<file path="src/rtl/mnc_pkg.sv">
`default_nettype none

package mnc_pkg;

	// Field widths and limits
	localparam int MAX_LEVEL      = 10;
	localparam int AXIS_W         = MAX_LEVEL;
	localparam int CODE_W         = 30;
	localparam int IDX_W          = 5;
	localparam int LVL_W          = 4;
	localparam int COORD_W        = AXIS_W + 2;
	localparam int NEIGHBOR_COUNT = 26;

	localparam logic [IDX_W-1:0] LAST_IDX = IDX_W'(NEIGHBOR_COUNT - 1);
	localparam logic [LVL_W-1:0] LVL_MAX  = LVL_W'(MAX_LEVEL);

	// Per-axis step: +1, 0 or -1
	typedef logic signed [1:0] step_t;

	localparam step_t STEP_P = 2'sb01;
	localparam step_t STEP_0 = 2'sb00;
	localparam step_t STEP_M = 2'sb11;

	typedef struct packed {
		step_t dx;
		step_t dy;
		step_t dz;
	} offset_t;

	// One neighbour request from the sequencer to the pipeline
	typedef struct packed {
		logic              valid;
		logic [AXIS_W-1:0] x;
		logic [AXIS_W-1:0] y;
		logic [AXIS_W-1:0] z;
		logic [IDX_W-1:0]  idx;
		logic [LVL_W-1:0]  lvl;
	} issue_t;

	// Neighbour offsets in emission order
	function automatic offset_t neighbor_offset(input logic [IDX_W-1:0] idx);
		offset_t o;
		o = '{STEP_0, STEP_0, STEP_0};
		case (idx)
			5'd0:  o = '{STEP_P, STEP_0, STEP_0};
			5'd1:  o = '{STEP_M, STEP_0, STEP_0};
			5'd2:  o = '{STEP_0, STEP_P, STEP_0};
			5'd3:  o = '{STEP_0, STEP_M, STEP_0};
			5'd4:  o = '{STEP_0, STEP_0, STEP_P};
			5'd5:  o = '{STEP_0, STEP_0, STEP_M};
			5'd6:  o = '{STEP_P, STEP_P, STEP_P};
			5'd7:  o = '{STEP_M, STEP_M, STEP_P};
			5'd8:  o = '{STEP_P, STEP_M, STEP_P};
			5'd9:  o = '{STEP_M, STEP_P, STEP_P};
			5'd10: o = '{STEP_P, STEP_0, STEP_P};
			5'd11: o = '{STEP_M, STEP_0, STEP_P};
			5'd12: o = '{STEP_0, STEP_P, STEP_P};
			5'd13: o = '{STEP_0, STEP_M, STEP_P};
			5'd14: o = '{STEP_P, STEP_P, STEP_0};
			5'd15: o = '{STEP_P, STEP_M, STEP_0};
			5'd16: o = '{STEP_M, STEP_P, STEP_0};
			5'd17: o = '{STEP_M, STEP_M, STEP_0};
			5'd18: o = '{STEP_P, STEP_P, STEP_M};
			5'd19: o = '{STEP_P, STEP_M, STEP_M};
			5'd20: o = '{STEP_0, STEP_P, STEP_M};
			5'd21: o = '{STEP_0, STEP_M, STEP_M};
			5'd22: o = '{STEP_M, STEP_P, STEP_M};
			5'd23: o = '{STEP_M, STEP_M, STEP_M};
			5'd24: o = '{STEP_P, STEP_0, STEP_M};
			5'd25: o = '{STEP_M, STEP_0, STEP_M};
			default: o = '{STEP_0, STEP_0, STEP_0};
		endcase
		return o;
	endfunction

endpackage

`default_nettype wire

</file>
<file path="src/rtl/mnc_seq.sv">
`default_nettype none

module mnc_seq (
	input  wire logic                      clk,
	input  wire logic                      arst_n,
	input  wire logic                      in_valid,
	output logic                           in_ready,
	input  wire logic [mnc_pkg::CODE_W-1:0] center_code,
	input  wire logic [mnc_pkg::LVL_W-1:0]  level,
	input  wire logic                      advance,
	output mnc_pkg::issue_t                issue
);
	import mnc_pkg::*;

	logic              busy_q;
	logic [IDX_W-1:0]  cnt_q;
	logic [AXIS_W-1:0] x_q, y_q, z_q;
	logic [LVL_W-1:0]  lvl_q;

	logic              accept;
	logic              issue_last;
	logic [AXIS_W-1:0] dx, dy, dz;

	// De-interleave the centre code, x on the top bit of each triple
	always_comb begin
		for (int i = 0; i < AXIS_W; i++) begin
			if (LVL_W'(i) < level) begin
				dx[i] = center_code[3*i+2];
				dy[i] = center_code[3*i+1];
				dz[i] = center_code[3*i];
			end else begin
				dx[i] = 1'b0;
				dy[i] = 1'b0;
				dz[i] = 1'b0;
			end
		end
	end

	assign issue_last = busy_q && advance && (cnt_q == LAST_IDX);
	assign in_ready   = !busy_q || issue_last;
	assign accept     = in_valid && in_ready;

	// Request counter
	always_ff @(posedge clk or negedge arst_n) begin
		if (!arst_n) begin
			busy_q <= 1'b0;
			cnt_q  <= '0;
		end else if (accept) begin
			busy_q <= 1'b1;
			cnt_q  <= '0;
		end else if (busy_q && advance) begin
			if (cnt_q == LAST_IDX) begin
				busy_q <= 1'b0;
			end
			cnt_q <= cnt_q + IDX_W'(1);
		end
	end

	// Centre held for all 26 neighbours
	always_ff @(posedge clk) begin
		if (accept) begin
			x_q   <= dx;
			y_q   <= dy;
			z_q   <= dz;
			lvl_q <= level;
		end
	end

	assign issue.valid = busy_q;
	assign issue.x     = x_q;
	assign issue.y     = y_q;
	assign issue.z     = z_q;
	assign issue.idx   = cnt_q;
	assign issue.lvl   = lvl_q;

endmodule

`default_nettype wire

</file>
<file path="src/rtl/mnc_pipe.sv">
`default_nettype none

module mnc_pipe (
	input  wire logic                       clk,
	input  wire logic                       arst_n,
	input  wire mnc_pkg::issue_t            issue,
	output logic                            advance,
	output logic                            out_valid,
	input  wire logic                       out_ready,
	output logic [mnc_pkg::CODE_W-1:0]      neighbor_code,
	output logic [mnc_pkg::IDX_W-1:0]       neighbor_index,
	output logic                            in_bounds,
	output logic                            last
);
	import mnc_pkg::*;

	// Stage 1: centre and decoded offset
	logic              v_s1;
	logic [AXIS_W-1:0] x_s1, y_s1, z_s1;
	offset_t           off_s1;
	logic [IDX_W-1:0]  idx_s1;
	logic [LVL_W-1:0]  lvl_s1;

	// Stage 2: neighbour coordinates and bounds
	logic              v_s2;
	logic [AXIS_W-1:0] x_s2, y_s2, z_s2;
	logic              ok_s2;
	logic [IDX_W-1:0]  idx_s2;

	// Stage 3: output register
	logic              v_s3;
	logic [CODE_W-1:0] code_s3;
	logic              ok_s3;
	logic [IDX_W-1:0]  idx_s3;

	logic [COORD_W-1:0] nx, ny, nz, side;
	logic               ok;
	logic [CODE_W-1:0]  code;

	// Whole pipe moves together unless the output is held
	assign advance = !v_s3 || out_ready;

	always_ff @(posedge clk or negedge arst_n) begin
		if (!arst_n) begin
			v_s1 <= 1'b0;
			v_s2 <= 1'b0;
			v_s3 <= 1'b0;
		end else if (advance) begin
			v_s1 <= issue.valid;
			v_s2 <= v_s1;
			v_s3 <= v_s2;
		end
	end

	always_ff @(posedge clk) begin
		if (advance) begin
			x_s1   <= issue.x;
			y_s1   <= issue.y;
			z_s1   <= issue.z;
			off_s1 <= neighbor_offset(issue.idx);
			idx_s1 <= issue.idx;
			lvl_s1 <= issue.lvl;
		end
	end

	// Add the step on each axis and check against the grid side
	always_comb begin
		side = COORD_W'(1) << lvl_s1;
		nx = {2'b00, x_s1} + {{(COORD_W-2){off_s1.dx[1]}}, off_s1.dx};
		ny = {2'b00, y_s1} + {{(COORD_W-2){off_s1.dy[1]}}, off_s1.dy};
		nz = {2'b00, z_s1} + {{(COORD_W-2){off_s1.dz[1]}}, off_s1.dz};
		ok = !nx[COORD_W-1] && (nx < side) &&
		     !ny[COORD_W-1] && (ny < side) &&
		     !nz[COORD_W-1] && (nz < side);
	end

	always_ff @(posedge clk) begin
		if (advance) begin
			x_s2   <= nx[AXIS_W-1:0];
			y_s2   <= ny[AXIS_W-1:0];
			z_s2   <= nz[AXIS_W-1:0];
			ok_s2  <= ok;
			idx_s2 <= idx_s1;
		end
	end

	// Re-interleave; in-bounds coordinates have no bits above the level
	always_comb begin
		for (int i = 0; i < AXIS_W; i++) begin
			code[3*i+2] = x_s2[i];
			code[3*i+1] = y_s2[i];
			code[3*i]   = z_s2[i];
		end
	end

	always_ff @(posedge clk) begin
		if (advance) begin
			code_s3 <= ok_s2 ? code : '0;
			ok_s3   <= ok_s2;
			idx_s3  <= idx_s2;
		end
	end

	assign out_valid      = v_s3;
	assign neighbor_code  = code_s3;
	assign neighbor_index = idx_s3;
	assign in_bounds      = ok_s3;
	assign last           = (idx_s3 == LAST_IDX);

endmodule

`default_nettype wire

</file>
<file path="src/rtl/morton_neighbor_codes_3d_unit.sv">
`default_nettype none

// Channel  | Handshake             | Payload
// ---------+-----------------------+-------------------------------------------
// in       | in_valid / in_ready   | center_code[29:0]
// cfg      | cfg_valid / cfg_ready | grid_level[3:0]
// out      | out_valid / out_ready | neighbor_code, neighbor_index, in_bounds, last
//
// Each centre request gives 26 results, one per cycle from the neighbour
// sequencer while the output is not stalled; a new request is taken on the
// cycle its predecessor's last neighbour is issued. Results pass through
// three register stages after issue. Reset clears the valid bits and counter
// and sets grid_level to 10. Output stall holds every stage.

module morton_neighbor_codes_3d_unit (
	input  wire logic                       clk,
	input  wire logic                       arst_n,
	input  wire logic                       in_valid,
	output logic                            in_ready,
	input  wire logic [mnc_pkg::CODE_W-1:0] center_code,
	input  wire logic                       cfg_valid,
	output logic                            cfg_ready,
	input  wire logic [mnc_pkg::LVL_W-1:0]  grid_level,
	output logic                            out_valid,
	input  wire logic                       out_ready,
	output logic [mnc_pkg::CODE_W-1:0]      neighbor_code,
	output logic [mnc_pkg::IDX_W-1:0]       neighbor_index,
	output logic                            in_bounds,
	output logic                            last
);
	import mnc_pkg::*;

	logic [LVL_W-1:0] grid_level_q;
	logic [LVL_W-1:0] level_eff;
	logic             advance;
	issue_t           issue;

	assign cfg_ready = 1'b1;

	// Level register, saturated on use
	always_ff @(posedge clk or negedge arst_n) begin
		if (!arst_n) begin
			grid_level_q <= LVL_MAX;
		end else if (cfg_valid) begin
			grid_level_q <= grid_level;
		end
	end

	assign level_eff = (grid_level_q > LVL_MAX) ? LVL_MAX : grid_level_q;

	mnc_seq u_seq (
		.clk         (clk),
		.arst_n      (arst_n),
		.in_valid    (in_valid),
		.in_ready    (in_ready),
		.center_code (center_code),
		.level       (level_eff),
		.advance     (advance),
		.issue       (issue)
	);

	mnc_pipe u_pipe (
		.clk            (clk),
		.arst_n         (arst_n),
		.issue          (issue),
		.advance        (advance),
		.out_valid      (out_valid),
		.out_ready      (out_ready),
		.neighbor_code  (neighbor_code),
		.neighbor_index (neighbor_index),
		.in_bounds      (in_bounds),
		.last           (last)
	);

endmodule

`default_nettype wire

</file>
<file path="config.mk">
export PLATFORM = sky130hd
export DESIGN_NAME = morton_neighbor_codes_3d_unit
export DESIGN_NICKNAME = d
export VERILOG_FILES = /design/src/rtl/mnc_pkg.sv /design/src/rtl/mnc_seq.sv /design/src/rtl/mnc_pipe.sv /design/src/rtl/morton_neighbor_codes_3d_unit.sv
export SDC_FILE = /design/constraint.sdc
export NUM_CORES = 1
export LEC_CHECK = 0
export BUFFER_PORTS_ARGS = -buffer_cell sky130_fd_sc_hd__clkbuf_2
export CAP_MARGIN = 20
export CELL_PAD_IN_SITES_DETAIL_PLACEMENT = 0
export CELL_PAD_IN_SITES_GLOBAL_PLACEMENT = 2
export CORE_MARGIN = 2
export CORE_UTILIZATION = 43
export CTS_BUF_LIST = sky130_fd_sc_hd__clkbuf_2
export CTS_CLUSTER_SIZE = 28
export DETAILED_ROUTE_END_ITERATION = 8
export GPL_TIMING_DRIVEN = 0
export PLACE_DENSITY_LB_ADDON = 0.3
export SKIP_LAST_GASP = 1
export SLEW_MARGIN = 20
export SYNTH_ARGS = -nofsm -noshare
export SYNTH_HDL_FRONTEND = slang
export SYNTH_SLANG_ARGS = --single-unit
export TNS_END_PERCENT = 10
</file>
<file path="constraint.sdc">
create_clock -name clk -period 6.2 [get_ports clk]
set_input_delay 1.24 -clock clk [delete_from_list [all_inputs] [get_ports clk]]
set_output_delay 1.24 -clock clk [all_outputs]
set_load 0.01 [all_outputs]
</file>
# After elaboration in Yosys (flattened, before gate mapping)

Memories as Yosys holds them, arrays and structs flattened. A register that Yosys moved wholly into a read port is not among the register bits.
Cells that the tools add are included.
W data, S select, Z words.

Register bits: 158
Latch bits: 0
RAM bits: 0
Bits in read-only memories: 192
Input port bits: 39
Output and inout bits: 40
Memories kept: 1

Add/sub/neg operators: 4
Multipliers: 0
Divide/modulo/power cells: 0
Magnitude comparators: 14
Eq/ne operators: 2
Shift operators: 1
Muxes and demuxes: 6
Bitwise gates (word level): 0
Reduce and logical (&&, ||, !) cells: 18

Memory list:

| memory           | depth | width | read ports | clocked after Yosys merged registers in | wr ports | RTL line      | source |
|---|---|---|---|---|---|---|---|
| (name not given) | 32    | 6     | 1          | 1                                       | 0        | mnc_pkg.sv:44 | `case (idx)` |

Operator list:

| kind                   | count |
|---|---|
| $add A11 B2 Y12        | 3 |
| $lt A12 B12 Y1         | 3 |
| $lt A3 B4 Y1 const A   | 4 |
| $shl A1 B4 Y12 const A | 1 |
| $eq A5 B5 Y1 const B   | 2 |
| $mux W5                | 2 |
| $logic_and A1 B1 Y1    | 8 |
| $lt A1 B4 Y1 const A   | 2 |
| $lt A2 B4 Y1 const A   | 2 |
| $lt A4 B4 Y1 const A   | 2 |
| $add A5 B1 Y5 const B  | 1 |
| $logic_not A1 Y1       | 5 |
| $gt A4 B4 Y1 const B   | 1 |
| $mux W4                | 1 |
| $reduce_bool A2 Y1     | 2 |
| $mux W1                | 3 |
| $logic_or A1 B1 Y1     | 2 |
| $reduce_and A2 Y1      | 1 |

# Logic depth before layout (Yosys ltp)

Depth after elaboration: 8
Depth in mapped cells: 16
Gate-level depth less buffers: 16

# Hierarchy

Synthesis repeated with hierarchy kept, for this count alone.

Cell total of the unflattened synthesis: 610
Area total of the unflattened synthesis: 8054.0 µm²

By module, submodules not included:

| module                        | instances | cells an instance | area an instance (µm²) |
|---|---|---|---|
| mnc_pipe                      | 1         | 488               | 6268.5 |
| mnc_seq                       | 1         | 107               | 1597.8 |
| morton_neighbor_codes_3d_unit | 1         | 15                | 187.7 |

# Worst setup path before layout

Ideal clock, no wire load.

Path kind: input-to-reg
From: input port out_ready
To: register u_seq.lvl_q[0], enable pin
Data arrival time: 5.885 ns
Path slack: -0.093 ns
Stages: 4
Path buffers: 1
Path through: nand2b_1 a31oi_1 nor2b_1 clkbuf_1

Cells in the longest elaborated chain, start to end: 5

Ends and longest elaborated chain:

| element                           | RTL line                            | source |
|---|---|---|
| from (decl)                       | morton_neighbor_codes_3d_unit.sv:25 | `input wire logic out_ready,` |
| $logic_or A1 B1 Y1                | mnc_pipe.sv:41                      | `assign advance = !v_s3 \|\| out_ready;` |
| $logic_and A1 B1 Y1 (2 in series) | mnc_seq.sv:39                       | `assign issue_last = busy_q && advance && (cnt_q == LAST_IDX);` |
| $logic_or A1 B1 Y1                | mnc_seq.sv:40                       | `assign in_ready = !busy_q \|\| issue_last;` |
| $logic_and A1 B1 Y1               | mnc_seq.sv:41                       | `assign accept = in_valid && in_ready;` |
| via u_seq.accept                  | mnc_seq.sv:20                       | `logic accept;` |
| to (signal assigned)              | mnc_seq.sv:65                       | `lvl_q <= level;` |
| to (decl)                         | mnc_seq.sv:18                       | `logic [LVL_W-1:0] lvl_q;` |

The timed path passes the listed nets, and every way through them passes these cells.
A chain may end at the register's enable or synchronous reset.

# Final worst setup path

From: register u_pipe.off_s1[3] (netlist name)
To: register u_pipe.ok_s2, data pin

RTL lines:

| element                           | RTL line       | source |
|---|---|---|
| $add A11 B2 Y12                   | mnc_pipe.sv:70 | `ny = {2'b00, y_s1} + {{(COORD_W-2){off_s1.dy[1]}}, off_s1.dy};` |
| via u_pipe.ny[6]                  | mnc_pipe.sv:36 | `logic [COORD_W-1:0] nx, ny, nz, side;` |
| $lt A12 B12 Y1                    | mnc_pipe.sv:73 | `!ny[COORD_W-1] && (ny < side) &&` |
| $logic_and A1 B1 Y1 (2 in series) | mnc_pipe.sv:73 |  |
| $logic_and A1 B1 Y1               | mnc_pipe.sv:74 | `!nz[COORD_W-1] && (nz < side);` |
| via u_pipe.ok                     | mnc_pipe.sv:37 | `logic ok;` |
| to (signal assigned)              | mnc_pipe.sv:82 | `ok_s2 <= ok;` |
| to (decl)                         | mnc_pipe.sv:27 | `logic ok_s2;` |

The timed path passes the listed nets, and every way through them passes these cells.

==> key figures <==
Synthesis
  – Gate Count Post-Synth: 599
  – Main synth FF type: edfxtp_1
  – Synth Register Bits: 164
  – Most area-hungry cell type in the Yosys netlist: edfxtp_1
  – Mapped Avg Cell Area: 13.4 um^2
  – Post-synth top area share: 56.4%
  – Mapped Area: 0.00803 mm^2
  – Syn_nets: 717
  – Post-synthesis cell type count: 61
  – Register area share after synthesis: 60.5%
  – Post-synth EDFFs: 151
  – Top post-synthesis cells by area: edfxtp_1 56%, ha_1 12%, dfrtp_1 3.4%
  – Async S/R FF share, synth: 7.93%
  – Yosys warns: 0

Worst hold path
  – Hold Crit Class: primary input to asynchronous set/reset pin

Route
  – Met2 wire length: 6890 um
  – Vias per cell: 5.09
  – Routed met1 length: 7220 um
  – Initial DRC count: 245
  – Drc violations: 0
  – DR WL/cell: 15.9 um
  – WL final: 14900 um
  – Total number of vias: 4793
  – Met3 Wirelength: 580 um
  – DRT Pass-1 Iters: 4
  – Top layer in use: met4
  – Post-DRT Antenna Nets: 0

Critical path
  – CP Class: register to register
  – Worst R2R Path Depth: 15
  – Cell mode on critical path: o21ai_0
  – CP top delay family: compound AO/OA/AOI/OAI gates
  – Critical path, cell by cell: inv_1 > fa_1 > nor2b_1 > o21ai_0 > a21boi_0 > o21ai_0 > nor2b_1 > xnor2_1 > ha_1 > and4_1 > a221oi_1 > o21ai_0 > o21ai_1 > or4b_1 > nor4_2
  – Max FO, Critical Path: 14
  – CP arrival: 5.08 ns
  – Reg-to-reg slack, setup: 1.64 ns
  – CP Launch Type: register
  – Buf/Inv on CP: 1
  – FF-to-FF Start: u_pipe.off_s1[3]
  – Slowest-stage cell, CP: edfxtp_1
  – Worst path required time: 6.72 ns
  – Crit end category: register
  – Worst r2r dst: u_pipe.ok_s2
  – Crit-path max cell delay: 0.72 ns

Placement
  – Count of buffers from port buffering: 77
  – Detailed placement HPWL: 11500 um
  – Inst Count DP: 908
  – Final GP Congestion: 0.849
  – Worst slack at placement: 1.72 ns

Floorplanning
  – Starting Density: 44.3%
  – IO Count: 79
  – Die footprint: 0.0198 mm^2
  – Die width: 141 um
  – Core ar.: 0.0181 mm^2
  – Die Ht: 141 um
  – Standard-cell rows: 49

Cells and area
  – Area grow syn2layout: 13.0%
  – Fin cells: 941
  – Share of cells above drive strength 1: 18.8%
  – Commonest non-fill, non-tap cells in the layout: 151 x edfxtp_1, 99 x clkbuf_2, 76 x ha_1, 40 x and2_1, 35 x nor2b_1
  – Most common cell after layout, fill and taps aside: edfxtp_1
  – Net count, final: 816

Status
  – Status: finished clean

Global route
  – Vias in the first global route: 4764
  – GR Overflow Total: 0
  – Gr usage total: 16.0%
  – Pin count of the biggest net entering global routing: 59
  – Initial antenna violation count: 1
  – First-pass GRT wire length: 24300 um

Timing
  – FMAX: 219 MHz
  – Final clock period utilization by the worst path: 73.6%
  – Tmin final: 4.56 ns
  – Setup TNS: 0 ns
  – RSZ-0062 raised after global routing: false
  – Final Slew Violations: 0
  – Final setup fails: 0
  – Setup ws final: 1.64 ns
  – Worst-Margin Slew: 0.675 ns
  – Final Hold Vio Count: 0
  – Worst slew margin: 55.0%
  – Final Skew: 0.0361 ns

CTS
  – H-tree level count: 4
  – CTS Buffer Depth: 2
  – Worst skew pair latency: 0.71 ns
  – Cts bufs inserted: 17
  – Reg clk slew, reported paths: 0.23 ns
  – CTS sink count: 164
  – Root Driver: clkbuf_2
  – # hold bufs at CTS: 0
  – Post-CTS Setup Bufs: 0
  – CTS tree: built
  – Post-CTS sizing: 0

Power and ir drop
  – Pwr dens: 424 mW/mm^2
  – Total Power: 3850 uW
  – Leakage Power: 0.00359 uW
  – Worst vdd ir: 142 uV

Job
  – Max-Cap Viols: 0
how the worst max path moves through the flow:
stage,depth (start not counted),end,from
2_1_floorplan,4,u_seq.lvl_q[0],out_ready
5_1_grt,15,u_pipe.ok_s2,u_pipe.off_s1[3]
4_1_cts,15,u_pipe.ok_s2,u_pipe.off_s1[3]
3_5_place_dp,15,u_pipe.ok_s2,u_pipe.off_s1[3]
6_report,15,u_pipe.ok_s2,u_pipe.off_s1[3]
3_3_place_gp,5,u_seq.x_q[7],out_ready
where the power goes:
group          leakage, uW  internal, uW  switching, uW
clock network     0.000171           308            349
registers          0.00161          1490            119
logic              0.00182           669            907
worst reg2reg max path, delay by kind of cell, from the launching register on:
kind	cells	cell delay [ns]
adders and majority gates	2	0.79
buffers and inverters	1	0.26
DFF	1	0.72
and+or+nand+nor	5	1.17
xor gates and xnor gates	1	0.22
AOI/OAI and AO/OA	6	1.21
flip-flops by register name, summed over array words and instances (netlist names), 4 cells and up:
register,flops
u_seq.lvl_q,4
u_seq.z_q,10
u_pipe.y_s1,10
u_pipe.idx_s1,5
u_pipe.x_s2,10
u_pipe.z_s1,10
grid_level_q,4
u_pipe.neighbor_code,30
u_pipe.off_s1,6
u_seq.y_q,10
u_pipe.z_s2,10
u_pipe.x_s1,10
u_seq.cnt_q,5
u_pipe.neighbor_index,5
u_pipe.lvl_s1,4
u_pipe.y_s2,10
u_pipe.idx_s2,5
u_seq.x_q,10
Yosys cell counts (all sizes together) (8+ instances only):
library cell,n
edfxtp,151
nor2b,35
xnor2,14
clkbuf,12
and2,40
dfrtp,11
nor2,30
inv,15
a21o,11
nand2,29
xor2,12
o21ai,21
nor3,10
nand3,8
a21oi,28
ha,76
metal layers:
layer	GRT usage, %	up-vias
li1	-	2438
met1	21.7	2240
met2	25.5	97
met3	3.60	18
met4	6.00	0
met5	0	-
per-stage QoR:
stage / util, % / area (um^2) / hold WS [ns]
after floorplan: - / 8040 / 0.400
after detailed placement: 48.4 / 8790 / 0.405
after global routing: 50.0 / 9080 / 0.294
final: 50.0 / 9080 / 0.395
after global placement: 48.0 / 8710 / 0.402
after CTS: 50.0 / 9080 / 0.298
cell type report:
cell class / instances / area [um^2]
fillers: 1610 / 9070
flip-flops and latches: 164 / 4860
multi-input cells: 406 / 3070
repair buffers: 80 / 460
well taps: 229 / 287
clock inverters: 11 / 184
clock buffers: 21 / 105
plain buffers: 14 / 57.6
inverters: 15 / 56.3
diodes: 1 / 2.50
kinds of logic (layout without fill, tap and decap cells):
kind of cell | after synthesis | after routing | share of synthesized area [%]
other cells | 1 | 2 | 0.0467
mux | 9 | 9 | 1.21
xor+xnor | 26 | 26 | 2.83
fa+ha+maj | 79 | 79 | 12.6
compound gates | 107 | 107 | 8.82
simple gates | 184 | 184 | 12.6
buf+inv | 29 | 141 | 1.40
flops | 164 | 164 | 60.5
Power figures use the tool's default switching activity.
